## config.mk

```make
export PLATFORM = sky130hd
export DESIGN_NAME = vif_cfg_regs
export DESIGN_NICKNAME = d
export VERILOG_FILES = /design/src/hw/rtl/vif_pkg.sv /design/src/hw/rtl/vif_cfg_regs.sv
export SDC_FILE = /design/constraint.sdc
export NUM_CORES = 1
export LEC_CHECK = 0
export ABC_AREA = 1
export BUFFER_PORTS_ARGS = -buffer_cell sky130_fd_sc_hd__clkbuf_2
export CAP_MARGIN = 20
export CORE_ASPECT_RATIO = 0.6
export CORE_MARGIN = 1.5
export CORE_UTILIZATION = 50
export DETAILED_ROUTE_END_ITERATION = 6
export GPL_TIMING_DRIVEN = 0
export MAX_ROUTING_LAYER = met4
export PLACE_DENSITY = 0.79
export SLEW_MARGIN = 20
export SYNTH_ARGS = -nofsm -noshare
export SYNTH_HDL_FRONTEND = slang
export SYNTH_SLANG_ARGS = --single-unit
```

## constraint.sdc

```tcl
create_clock -name i_clk -period 1.2 [get_ports i_clk]
set_input_delay 0.24 -clock i_clk [delete_from_list [all_inputs] [get_ports i_clk]]
set_output_delay 0.24 -clock i_clk [all_outputs]
set_load 0.02 [all_outputs]
```

## src/hw/rtl/vif_pkg.sv

```systemverilog
// Shared types and constants for the virtual impedance IIR filter.
`default_nettype none

package vif_pkg;

    localparam int C_SAMPLE_W = 16;
    localparam int C_COEF_W   = 24;
    localparam int C_FRAC_W   = 22;
    localparam int C_CFG_IW   = 2;

    // Q2.22 coefficient times a 17-bit current difference or a 16-bit past output
    localparam int C_DIFF_W = C_SAMPLE_W + 1;
    localparam int C_PG_W   = C_COEF_W + C_DIFF_W;
    localparam int C_PF_W   = C_COEF_W + C_SAMPLE_W;
    // three-term sum with headroom
    localparam int C_ACC_W  = C_PG_W + 3;
    localparam int C_RND_W  = C_ACC_W - C_FRAC_W;

    localparam logic signed [C_SAMPLE_W-1:0] C_SAMPLE_MAX = {1'b0, {(C_SAMPLE_W-1){1'b1}}};
    localparam logic signed [C_SAMPLE_W-1:0] C_SAMPLE_MIN = {1'b1, {(C_SAMPLE_W-1){1'b0}}};

    typedef enum logic [C_CFG_IW-1:0] {
        CFG_GAIN   = 2'd0,
        CFG_FB_ONE = 2'd1,
        CFG_FB_TWO = 2'd2
    } t_cfg_idx;

    typedef struct packed {
        logic signed [C_COEF_W-1:0] gain;
        logic signed [C_COEF_W-1:0] fb_one;
        logic signed [C_COEF_W-1:0] fb_two;
    } t_coefs;

    typedef struct packed {
        logic signed [C_SAMPLE_W-1:0] cur_p1;
        logic signed [C_SAMPLE_W-1:0] cur_p2;
        logic signed [C_SAMPLE_W-1:0] out_p1;
        logic signed [C_SAMPLE_W-1:0] out_p2;
    } t_hist;

    typedef struct packed {
        logic signed [C_SAMPLE_W-1:0] voltage;
        logic                         sat;
    } t_result;

endpackage

`default_nettype wire

```

## src/hw/rtl/vif_cfg_regs.sv

```systemverilog
// Coefficient register file for the virtual impedance IIR filter.
`default_nettype none

module vif_cfg_regs import vif_pkg::*; (
    input  wire logic                i_clk,
    input  wire logic                i_rst_n,
    input  wire logic                i_we,
    input  wire logic [C_CFG_IW-1:0] i_addr,
    input  wire logic [C_COEF_W-1:0] i_wdata,
    output t_coefs                   o_coefs
);

    t_coefs r_coefs;

    always_ff @(posedge i_clk) begin
        if (!i_rst_n) begin
            r_coefs <= '0;
        end else if (i_we) begin
            unique case (i_addr)
                CFG_GAIN:   r_coefs.gain   <= signed'(i_wdata);
                CFG_FB_ONE: r_coefs.fb_one <= signed'(i_wdata);
                CFG_FB_TWO: r_coefs.fb_two <= signed'(i_wdata);
                default: begin
                    // unused index, write dropped
                end
            endcase
        end
    end

    assign o_coefs = r_coefs;

endmodule

`default_nettype wire

```

* Word-level counts from Yosys, hierarchy flattened
Index checks and enable logic that the tools add are counted.
** Storage, ports and cells
- Register bits after elaboration :: 72
- Input bits :: 29
- Output and inout port bits :: 72
- Word-level logic and storage cells :: 9
** Operators by class
- Eq/ne operators :: 2
- Reduce and logical (&&, ||, !) cells :: 4
** Operators by type and width (number)
- AND reduction 2 bit :: 3
- == test 2 x 1 -> 1 bit, second input constant :: 1
- == test 2 bit, second input constant :: 1
- zero test 2 bit :: 1

* Logic depth before layout (Yosys ltp)
Gate-level depths: netlist (run 1).
- Word-level depth :: 2
- Depth in mapped cells :: 6
- Gate-level depth less buffers :: 5

* Worst setup path before layout (run 1)
Ideal clock, no wire load.
- Path kind :: input port to flip-flop
- From :: in i_addr[0]
- To :: reg r_coefs, in the netlist o_coefs[10]
- Setup time :: 0.113 ns
- Data arrival time :: 0.789 ns
- Required time :: 1.087 ns
- Path slack :: 0.299 ns
- Cell stages on the path :: 6
- Path buffers :: 2
- Path through :: inv_1 > nand3_1 > buf_4 > buf_4 > nor2_1 > nor2_1
** Between the ends
- Cells in the longest elaborated chain, start to end :: 2
** RTL lines
- start: declaration :: line vif_cfg_regs.sv:8 : input wire logic [C_CFG_IW-1:0] i_addr,
- == test 2 bit :: line vif_cfg_regs.sv:19 : unique case (i_addr)
- AND reduction 2 bit (no line)
- end: declaration :: line vif_cfg_regs.sv:13 : t_coefs r_coefs;
Every way passes these cells.
A chain may end at the register's enable or synchronous reset.

* Worst setup path after layout (run 1)
- From :: reg r_coefs, in the netlist o_coefs[30]
- To :: out o_coefs[30] (netlist bit)
** RTL lines
- end: declaration :: line vif_cfg_regs.sv:10 : output t_coefs o_coefs
No word-level cell between the ends.

==> summary.md, run 1 <==
| Metric | Value |
|---|---|
| Setup Fix Bufs, Post-CTS | 0 |
| Cell depth of the worst setup path | 1 |
| Worst path cell trace | clkbuf_2 |
| CTS sink cnt | 72 |
| Tcrit/Tclk final | 96.02% |
| Status | finished clean |
| Switching power | 1.514 mW |
| Worst Skew | 0 ns |
| Max FFs per register | 72 |
| Post-Syn Instances | 465 |
| Slew Viols, Final | 0 |
| Crit path time final | 1.152 ns |
| Clock Latency Late Sink | 0.35 ns |
| Slowest Stage Delay on Critical Path | 0.37 ns |
| Rows | 21 |
| RR Endpoint | o_coefs[30]$_SDFFE_PN0P_ |
| CP Capture Point | o_coefs[30] |
| R2r startpoint | o_coefs[30]$_SDFFE_PN0P_ |
| Pwr Density | 1455 nW/um^2 |
| Routed via count | 3048 |
| Post-CTS Resized | 0 |
| First-pass GRT wire length | 13.68 mm |
| Max FO, Critical Path | 2 |
| Fillers | 512 |
| CTS Buffer Depth | 2 |
| Gpl congestion | 0.8128 |
| CP max-delay cell | dfxtp_1 |
| DP HPWL | 6.218 mm |
| Sequential fraction of the synthesis area | 47.45% |
| Combinational power share | 14.4% |
| Remaining DRCs | 0 |
| Fmax | 0.8679 GHz |
| # IOs | 101 |
| Leakage | 2.237 nW |
| CP required | 0.96 ns |
| Max VDD drop | 0.0009018 V |
| Syn avg cell area | 6.533 sq um |
| Antenna violations before repair | 0 |
| Total CTS buffers | 9 |
| WL/cell | 12.40 um |
| Initial DRC Count | 151 |
| Vias in the first global route | 2889 |
| Yosys top cell by area | dfxtp_1 |
| Htree depth | 3 |
| Sequential share of power | 45.8% |
| Vias per inst | 4.618 |
| Yosys top cell area share | 47.45% |
| Worst Hold Class | input pin to register |
| Worst Path Buf+Inv | 1 |
| Die W | 103.6 um |
| Crit start category | register |
| Switching part of the total | 26.86% |
| Grt ovf | 0 |
| Internal cell power | 4.123 mW |
| R2r worst-path depth | 4 |
| Number of synthesized register bits | 72 |
| Critical Path AT | 0.91 ns |
| DIE AREA | 6568 sq um |
| Area delta synth->final | 27.51% |
| Clock network fraction of total power | 39.8% |
| Total Wirelength | 8.185 mm |
| Setup repair after global routing missed its margin | no |
| Crit Path Class | register to output port |
| Initial Util | 53.04% |
| 1st-pass router iterations | 4 |
| Synth top area cells | dfxtp_1, nor2_1, nand2_1, inv_1, nand3_1 |
| PortBufs | 99 |
| Pin count of the biggest net entering global routing | 13 |
| Synth warn | 0 |
| Core ar. | 5728 sq um |
| Actual slew at the worst max-slew pin | 0.4790 ns |
| Setup-failing EPs final | 0 |
| Cell count after placement | 644 |
| Crit. Startpoint | o_coefs[30]$_SDFFE_PN0P_ |
| Ant. Diodes | 0 |
| Flop-to-flop setup slack | 0.49 ns |
| Die H | 63.38 um |
| Syn_nets | 494 |
| CTS Hold Buffers Added | 0 |
| Fin Setup TNS | 0 ns |
| Distinct cell type count after synthesis | 11 |
| Share of cells above drive strength 1 | 23.10% |
| Fin. Hold Viols | 0 |
| Root Driver | clkbuf_8 |
| Clock transition at the registers of the reported paths | 0.08 ns |
| Slew HR | 68.07% |
| # nets final | 604 |
| Synth Cell Area | 3038 sq um |
| Largest delay share family, worst path | flip-flops |
| Max-cap violations | 0 |
| ANT nets after route | 0 |
| Finished Layout Cells | 660 |
| Total power | 5.637 mW |
| CTS tree | done |
| CP endpoint kind | output port |
| Gr usage total | 27.61% |
worst min path at each step:
stage | startpoint | end | slack, ns | depth (start not counted)
5_1_grt | i_wdata[20] | o_coefs[44]$_SDFFE_PN0P_ | 0.15 | 3
3_3_place_gp | o_coefs[55]$_SDFFE_PN0P_ | o_coefs[55]$_SDFFE_PN0P_ | 0.46 | 2
6_report | i_wdata[20] | o_coefs[44]$_SDFFE_PN0P_ | 0.14 | 3
4_1_cts | i_wdata[20] | o_coefs[44]$_SDFFE_PN0P_ | 0.14 | 3
3_5_place_dp | o_coefs[70]$_SDFFE_PN0P_ | o_coefs[70]$_SDFFE_PN0P_ | 0.47 | 2
2_1_floorplan | i_wdata[0] | o_coefs[0]$_SDFFE_PN0P_ | 0.37 | 2
cells by family after synthesis:
logic type | Yosys count | synth area share, %
AND/OR/NAND/NOR | 267 | 34.06
AO/OA/AOI/OAI | 24 | 3.954
flip-flops | 72 | 47.45
buffers and inverters | 102 | 14.54
Yosys cell counts:
cell type  count
buf_6          2
a21oi_1       24
buf_2          8
buf_1          1
clkbuf_1       8
buf_4          9
nand3_1       26
dfxtp_1       72
nand2_1      120
nor2_1       121
inv_1         74
placed cells by master, fill, tap and decap left out:
cell type	count
nor2_1	121
nand2_1	120
clkbuf_2	99
inv_1	74
dfxtp_1	72
nand3_1	26
a21oi_1	24
clkbuf_8	12
buf_4	9
buf_2	8
clkbuf_1	8
buf_6	2
clkinvlp_4	2
bufinv_16	2
buf_1	1
layer usage:
metal	vias to the layer above	track usage, %	routed length (um)
met5	-	-	0
met4	0	7.813	66
met3	8	8.799	668
met2	109	39.83	3433
met1	1354	37.22	4016
li1	1577	-	-
layout make-up:
class | instances | area (sq um) | area share [%]
sequential | 72 | 1441 | 37.21
multi-input combinational | 291 | 1155 | 29.81
timing repair buffer | 99 | 495.5 | 12.79
inverter | 74 | 277.8 | 7.171
clock buffer | 12 | 165.2 | 4.264
buffer | 28 | 163.9 | 4.231
tap | 80 | 100.1 | 2.584
clock inverter | 4 | 75.07 | 1.938
power groups by stage:
stage	clock (mW)	combinational [mW]	sequential, mW
2_1_floorplan	0	0.358	2.78
3_3_place_gp	0	0.785	2.63
3_5_place_dp	0	0.808	2.64
4_1_cts	2.26	0.812	2.58
5_1_grt	2.39	0.905	2.60
6_report	2.24	0.813	2.58
metrics by stage:
stage / area, sq um / hold WS [ns] / worst slack [ns] / util [%]
global placement: 3633 / 0.4608 / 0.04912 / 63.43
finish: 3874 / 0.1450 / 0.04781 / 67.63
global route: 3874 / 0.1486 / 0.01465 / 67.63
detailed placement: 3633 / 0.4692 / 0.02631 / 63.43
floorplan: 3038 / 0.3749 / 0.2986 / -
CTS: 3874 / 0.1400 / 0.04691 / 67.63
(Power assumes the default switching activity.)
==> run 2: changes to the inputs <==
Settings changed: PLACE_DENSITY 0.79 to 0.76.
==> summary.md, run 2 (synthesized netlist as in run 1, its figures left out) <==
| Metric | Value |
|---|---|
| Status | finished clean |
| Worst Skew | 0 ns (unchanged) |
| Max FFs per register | 72 (unchanged) |
| Grt ovf | 0 (unchanged) |
| Initial DRC Count | 199 (+32%) |
| Ant. Diodes | 0 (unchanged) |
| Slack of the critical path | 0.04793 ns (+0.0001190 ns) |
| Gpl congestion | 0.8608 (+5.9%) |
| Hold Path Stages | 3 (unchanged) |
| Setup repair after global routing missed its margin | no |
| Leakage | 2.217 nW (-0.91%) |
| First-pass GRT wire length | 13.42 mm (-1.9%) |
| Clock Latency Late Sink | 0.34 ns (about the same) |
| Total CTS buffers | 9 (unchanged) |
| Slowest Stage Delay on Critical Path | 0.38 ns (about the same) |
| Pin count of the biggest net entering global routing | 12 (-1) |
| Max VDD drop | 0.0007557 V (-16%) |
| CTS tree | done |
| Most common cell after layout, fill and taps aside | nor2_1 |
| Post-layout util | 66.47% (-1.2 points) |
| CP endpoint kind | output port |
| CP required | 0.96 ns (about the same) |
| CTS Hold Buffers Added | 0 (unchanged) |
| Tcrit/Tclk final | 96.01% (about the same) |
| Setup Fix Bufs, Post-CTS | 0 (unchanged) |
| PortBufs | 99 (unchanged) |
| Max-cap violations | 0 (unchanged) |
| Clock transition at the registers of the reported paths | 0.07 ns (about the same) |
| Pwr Density | 1353 nW/um^2 (-7.0%) |
| Fin Setup TNS | 0 ns (unchanged) |
| Worst Path Buf+Inv | 1 (unchanged) |
| Vias in the first global route | 2862 (-0.93%) |
| Post-CTS Resized | 0 (unchanged) |
| DIE AREA | 6568 sq um (unchanged) |
| Worst Hold Class | input pin to register |
| R2r worst-path depth | 4 (unchanged) |
| Actual slew at the worst max-slew pin | 0.5005 ns (+0.02153 ns) |
| Total Wirelength | 8.046 mm (-1.7%) |
| Worst hold path startpoint | i_wdata[8] |
| Share of cells above drive strength 1 | 22.84% (-0.27 points) |
| Rows | 21 (unchanged) |
| Max FO, Critical Path | 2 (unchanged) |
| RR Endpoint | o_coefs[36]$_SDFFE_PN0P_ |
| Die W | 103.6 um (unchanged) |
| 1st-pass router iterations | 5 (+1) |
| Slew Viols, Final | 0 (unchanged) |
| CP max-delay cell | dfxtp_1 |
| WL/cell | 12.23 um (-1.4%) |
| Worst path cell trace | clkbuf_2 |
| Antenna violations before repair | 0 (unchanged) |
| Root Driver | clkbuf_8 |
| Routed via count | 3071 (+0.75%) |
| Crit start category | register |
| ANT nets after route | 0 (unchanged) |
| Area delta synth->final | 25.33% |
| CTS sink cnt | 72 (unchanged) |
| Fmax | 0.8680 GHz (about the same) |
| Pre-CTS WS | 0.03853 ns (+0.01222 ns) |
| Remaining DRCs | 0 (unchanged) |
| Vias per inst | 4.667 (+1.1%) |
| Worst Hold Margin | 0.1490 ns (+0.004072 ns) |
| Critical Path AT | 0.91 ns (about the same) |
| Core ar. | 5728 sq um (unchanged) |
| R2r startpoint | o_coefs[36]$_SDFFE_PN0P_ |
| Crit Path Class | register to output port |
| Htree depth | 3 (unchanged) |
| Gr usage total | 26.86% (-0.75 points) |
| Flop-to-flop setup slack | 0.47 ns (-0.02 ns) |
| Largest delay share family, worst path | flip-flops |
| Setup-failing EPs final | 0 (unchanged) |
| Worst Hold Path EP | o_coefs[32]$_SDFFE_PN0P_ |
| Crit path time final | 1.152 ns (-0.0001190 ns) |
| Fin. Hold Viols | 0 (unchanged) |
| Initial Util | 53.04% (unchanged) |
| CTS Buffer Depth | 2 (unchanged) |
| Slew HR | 66.63% (-1.4 points) |
| Commonest non-fill, non-tap cells in the layout | nor2_1, nand2_1, clkbuf_2, inv_1, dfxtp_1 |
| Cell depth of the worst setup path | 1 (unchanged) |
| # IOs | 101 (unchanged) |
| Total power | 5.153 mW (-8.6%) |
| DP HPWL | 6.089 mm (-2.1%) |
| # nets final | 604 (unchanged) |
| Die H | 63.38 um (unchanged) |
[run 2: worst max path at each step]
stage	from	endpoint	slack, ns
final	o_coefs[13]$_SDFFE_PN0P_	o_coefs[13]	0.05
after global routing	o_coefs[69]$_SDFFE_PN0P_	o_coefs[69]	0.02
after CTS	o_coefs[27]$_SDFFE_PN0P_	o_coefs[27]	0.06
after detailed placement	i_addr[1]	o_coefs[36]$_SDFFE_PN0P_	0.04
after global placement	i_addr[0]	o_coefs[14]$_SDFFE_PN0P_	0.08
after floorplan	i_addr[0]	o_coefs[10]$_SDFFE_PN0P_	0.30
[run 2: area by class of cell]
class                           instances  area [sq um]
Sequential cell                        72          1441
Fill cell                             559          1921
Clock buffer                            9         123.9
Buffer                                 28         163.9
Inverter                               74         277.8
Timing Repair Buffer                   99         495.5
Tap cell                               80         100.1
Multi-Input combinational cell        291          1155
Clock inverter                          5         50.05
[run 2: per-stage QoR]
stage	area, sq um	std cells
floorplan	3038	465
global placement	3633	644
CTS	3807	658
detailed placement	3633	644
finish	3807	658
global route	3807	658
[run 2: power by group]
| part | leakage (nW) | internal, mW | switching [mW] | total, mW |
|---|---|---|---|---|
| clock | 0.0945 | 0.921 | 0.838 | 1.76 |
| sequential | 0.589 | 2.52 | 0.0711 | 2.59 |
| combinational | 1.53 | 0.268 | 0.538 | 0.806 |
| total | 2.22 | 3.71 | 1.45 | 5.15 |
[run 2: layer usage]
metal	global-route usage, %	up-vias	part of all wire [%]
li1	-	1573	-
met1	37.19	1373	50
met2	38.17	111	39
met3	7.867	14	9.1
met4	7.292	0	2.0
met5	-	-	0
==> run 3: changes to the inputs <==
Settings changed: CORE_MARGIN 1.5 to unset.
==> summary.md, run 3 (synthesized netlist as in run 1, its figures left out) <==
| Metric | Value |
|---|---|
| Routed via count | 3034 (-1.2%) |
| Crit. Startpoint | o_coefs[63]$_SDFFE_PN0P_ |
| Clock transition at the registers of the reported paths | 0.08 ns (about the same) |
| Status | finished clean |
| Finished Layout Cells | 660 (+0.30%) |
| Commonest non-fill, non-tap cells in the layout | nor2_1, nand2_1, clkbuf_2, inv_1, dfxtp_1 |
| Vias in the first global route | 2820 (-1.5%) |
| 1st-pass router iterations | 4 (-1) |
| Antenna violations before repair | 0 (unchanged) |
| Fin. Hold Viols | 0 (unchanged) |
| Worst Hold Margin | 0.1742 ns (+0.02512 ns) |
| CP endpoint kind | output port |
| Worst Path Buf+Inv | 1 (unchanged) |
| Slowest Stage Delay on Critical Path | 0.38 ns (about the same) |
| Setup Fix Bufs, Post-CTS | 0 (unchanged) |
| Area delta synth->final | 26.40% |
| Die H | 62.38 um (-1.6%) |
| Tcrit/Tclk final | 95.11% (-0.90 points) |
| # nets final | 604 (unchanged) |
| PortBufs | 99 (unchanged) |
| Gr usage total | 27.39% (+0.53 points) |
| Gpl congestion | 0.8305 (-3.5%) |
| Setup repair after global routing missed its margin | no |
| Slew Viols, Final | 0 (unchanged) |
| Core ar. | 5702 sq um (-0.46%) |
| WL/cell | 12.05 um (-1.4%) |
| Ant. Diodes | 0 (unchanged) |
| Max FO, Critical Path | 2 (unchanged) |
| Setup-failing EPs final | 0 (unchanged) |
| Worst Skew | 0 ns (unchanged) |
| Initial Util | 53.28% (+0.24 points) |
| Crit path time final | 1.141 ns (-0.01081 ns) |
| CP max-delay cell | dfxtp_1 |
| Worst path cell trace | clkbuf_2 |
| Worst hold path startpoint | i_wdata[20] |
| Largest delay share family, worst path | flip-flops |
| Fin Setup TNS | 0 ns (unchanged) |
| Post-CTS Resized | 0 (unchanged) |
| Total Wirelength | 7.956 mm (-1.1%) |
| Leakage | 2.224 nW (+0.31%) |
| CTS Buffer Depth | 2 (unchanged) |
| Total power | 5.341 mW (+3.7%) |
| Total CTS buffers | 9 (unchanged) |
| # IOs | 101 (unchanged) |
| Max FFs per register | 72 (unchanged) |
| Die W | 102.6 um (-0.96%) |
| Slew HR | 64.69% (-1.9 points) |
| Crit Path Class | register to output port |
| ANT nets after route | 0 (unchanged) |
| First-pass GRT wire length | 13.10 mm (-2.4%) |
| Critical Path AT | 0.90 ns (about the same) |
| Cell count after placement | 644 (unchanged) |
| Clock Latency Late Sink | 0.33 ns (about the same) |
| Max-cap violations | 0 (unchanged) |
| Htree depth | 3 (unchanged) |
| Pre-CTS WS | 0.02833 ns (-0.01020 ns) |
| Grt ovf | 0 (unchanged) |
| Rows | 21 (unchanged) |
| Share of cells above drive strength 1 | 23.10% (+0.27 points) |
| Worst Hold Class | input pin to register |
| Pin count of the biggest net entering global routing | 13 (+1) |
| Fmax | 0.8762 GHz (+0.95%) |
| R2r startpoint | o_coefs[28]$_SDFFE_PN0P_ |
| Max VDD drop | 0.0008578 V (+14%) |
| Crit start category | register |
| CTS tree | done |
| Root Driver | clkbuf_8 |
| CTS sink cnt | 72 (unchanged) |
| Initial DRC Count | 155 (-22%) |
| DP HPWL | 5.977 mm (-1.8%) |
| Slack of the critical path | 0.05874 ns (+0.01081 ns) |
| Pwr Density | 1391 nW/um^2 (+2.8%) |
| DIE AREA | 6402 sq um (-2.5%) |
| Most common cell after layout, fill and taps aside | nor2_1 |
| Actual slew at the worst max-slew pin | 0.5296 ns (+0.02912 ns) |
| Vias per inst | 4.597 (-1.5%) |
| CTS Hold Buffers Added | 0 (unchanged) |
| Remaining DRCs | 0 (unchanged) |
| CP required | 0.96 ns (about the same) |
run 3: cell count changes in the layout (fill, tap and decap cells not counted), sizes merged:
cell	previous run	this run
clkbuf	116	118
clkinv	4	2
clkinvlp	0	2
run 3: cell type report:
type	count	area (sq um)
buffer	28	163.9
timing repair buffer	99	495.5
clock inverter	5	55.05
fill	531	1862
inverter	74	277.8
multi-input combinational	291	1155
tap	80	100.1
clock buffer	11	151.4
sequential	72	1441
run 3: power breakdown:
group	internal (mW)	leakage, nW	switching, mW	total (mW)
Combinational	0.268	1.53	0.538	0.806
Clock	1.07	0.101	0.884	1.95
Sequential	2.51	0.589	0.0709	2.59
Total	3.85	2.22	1.49	5.34
run 3: metal layers:
metal	GRT usage (%)	wire, um
met1	38.00	4009
met2	39.58	3307
met3	7.159	571
met4	6.786	68
met5	-	0
run 3: path summary, 6_finish.rpt:
kind | end | slack [ns] | cells after the start
worst max register to register | o_coefs[28]$_SDFFE_PN0P_ | 0.50 | 4
worst max-delay path | o_coefs[63] | 0.06 | 1
worst min-delay path | o_coefs[20]$_SDFFE_PN0P_ | 0.17 | 3
worst min register to register | o_coefs[70]$_SDFFE_PN0P_ | 0.49 | 2
run 3: metrics by stage:
stage	instance area [sq um]	utilization [%]
final	3840	67.35
after global routing	3840	67.35
after CTS	3840	67.35
after detailed placement	3633	63.73
after global placement	3633	63.73
after floorplan	3038	-
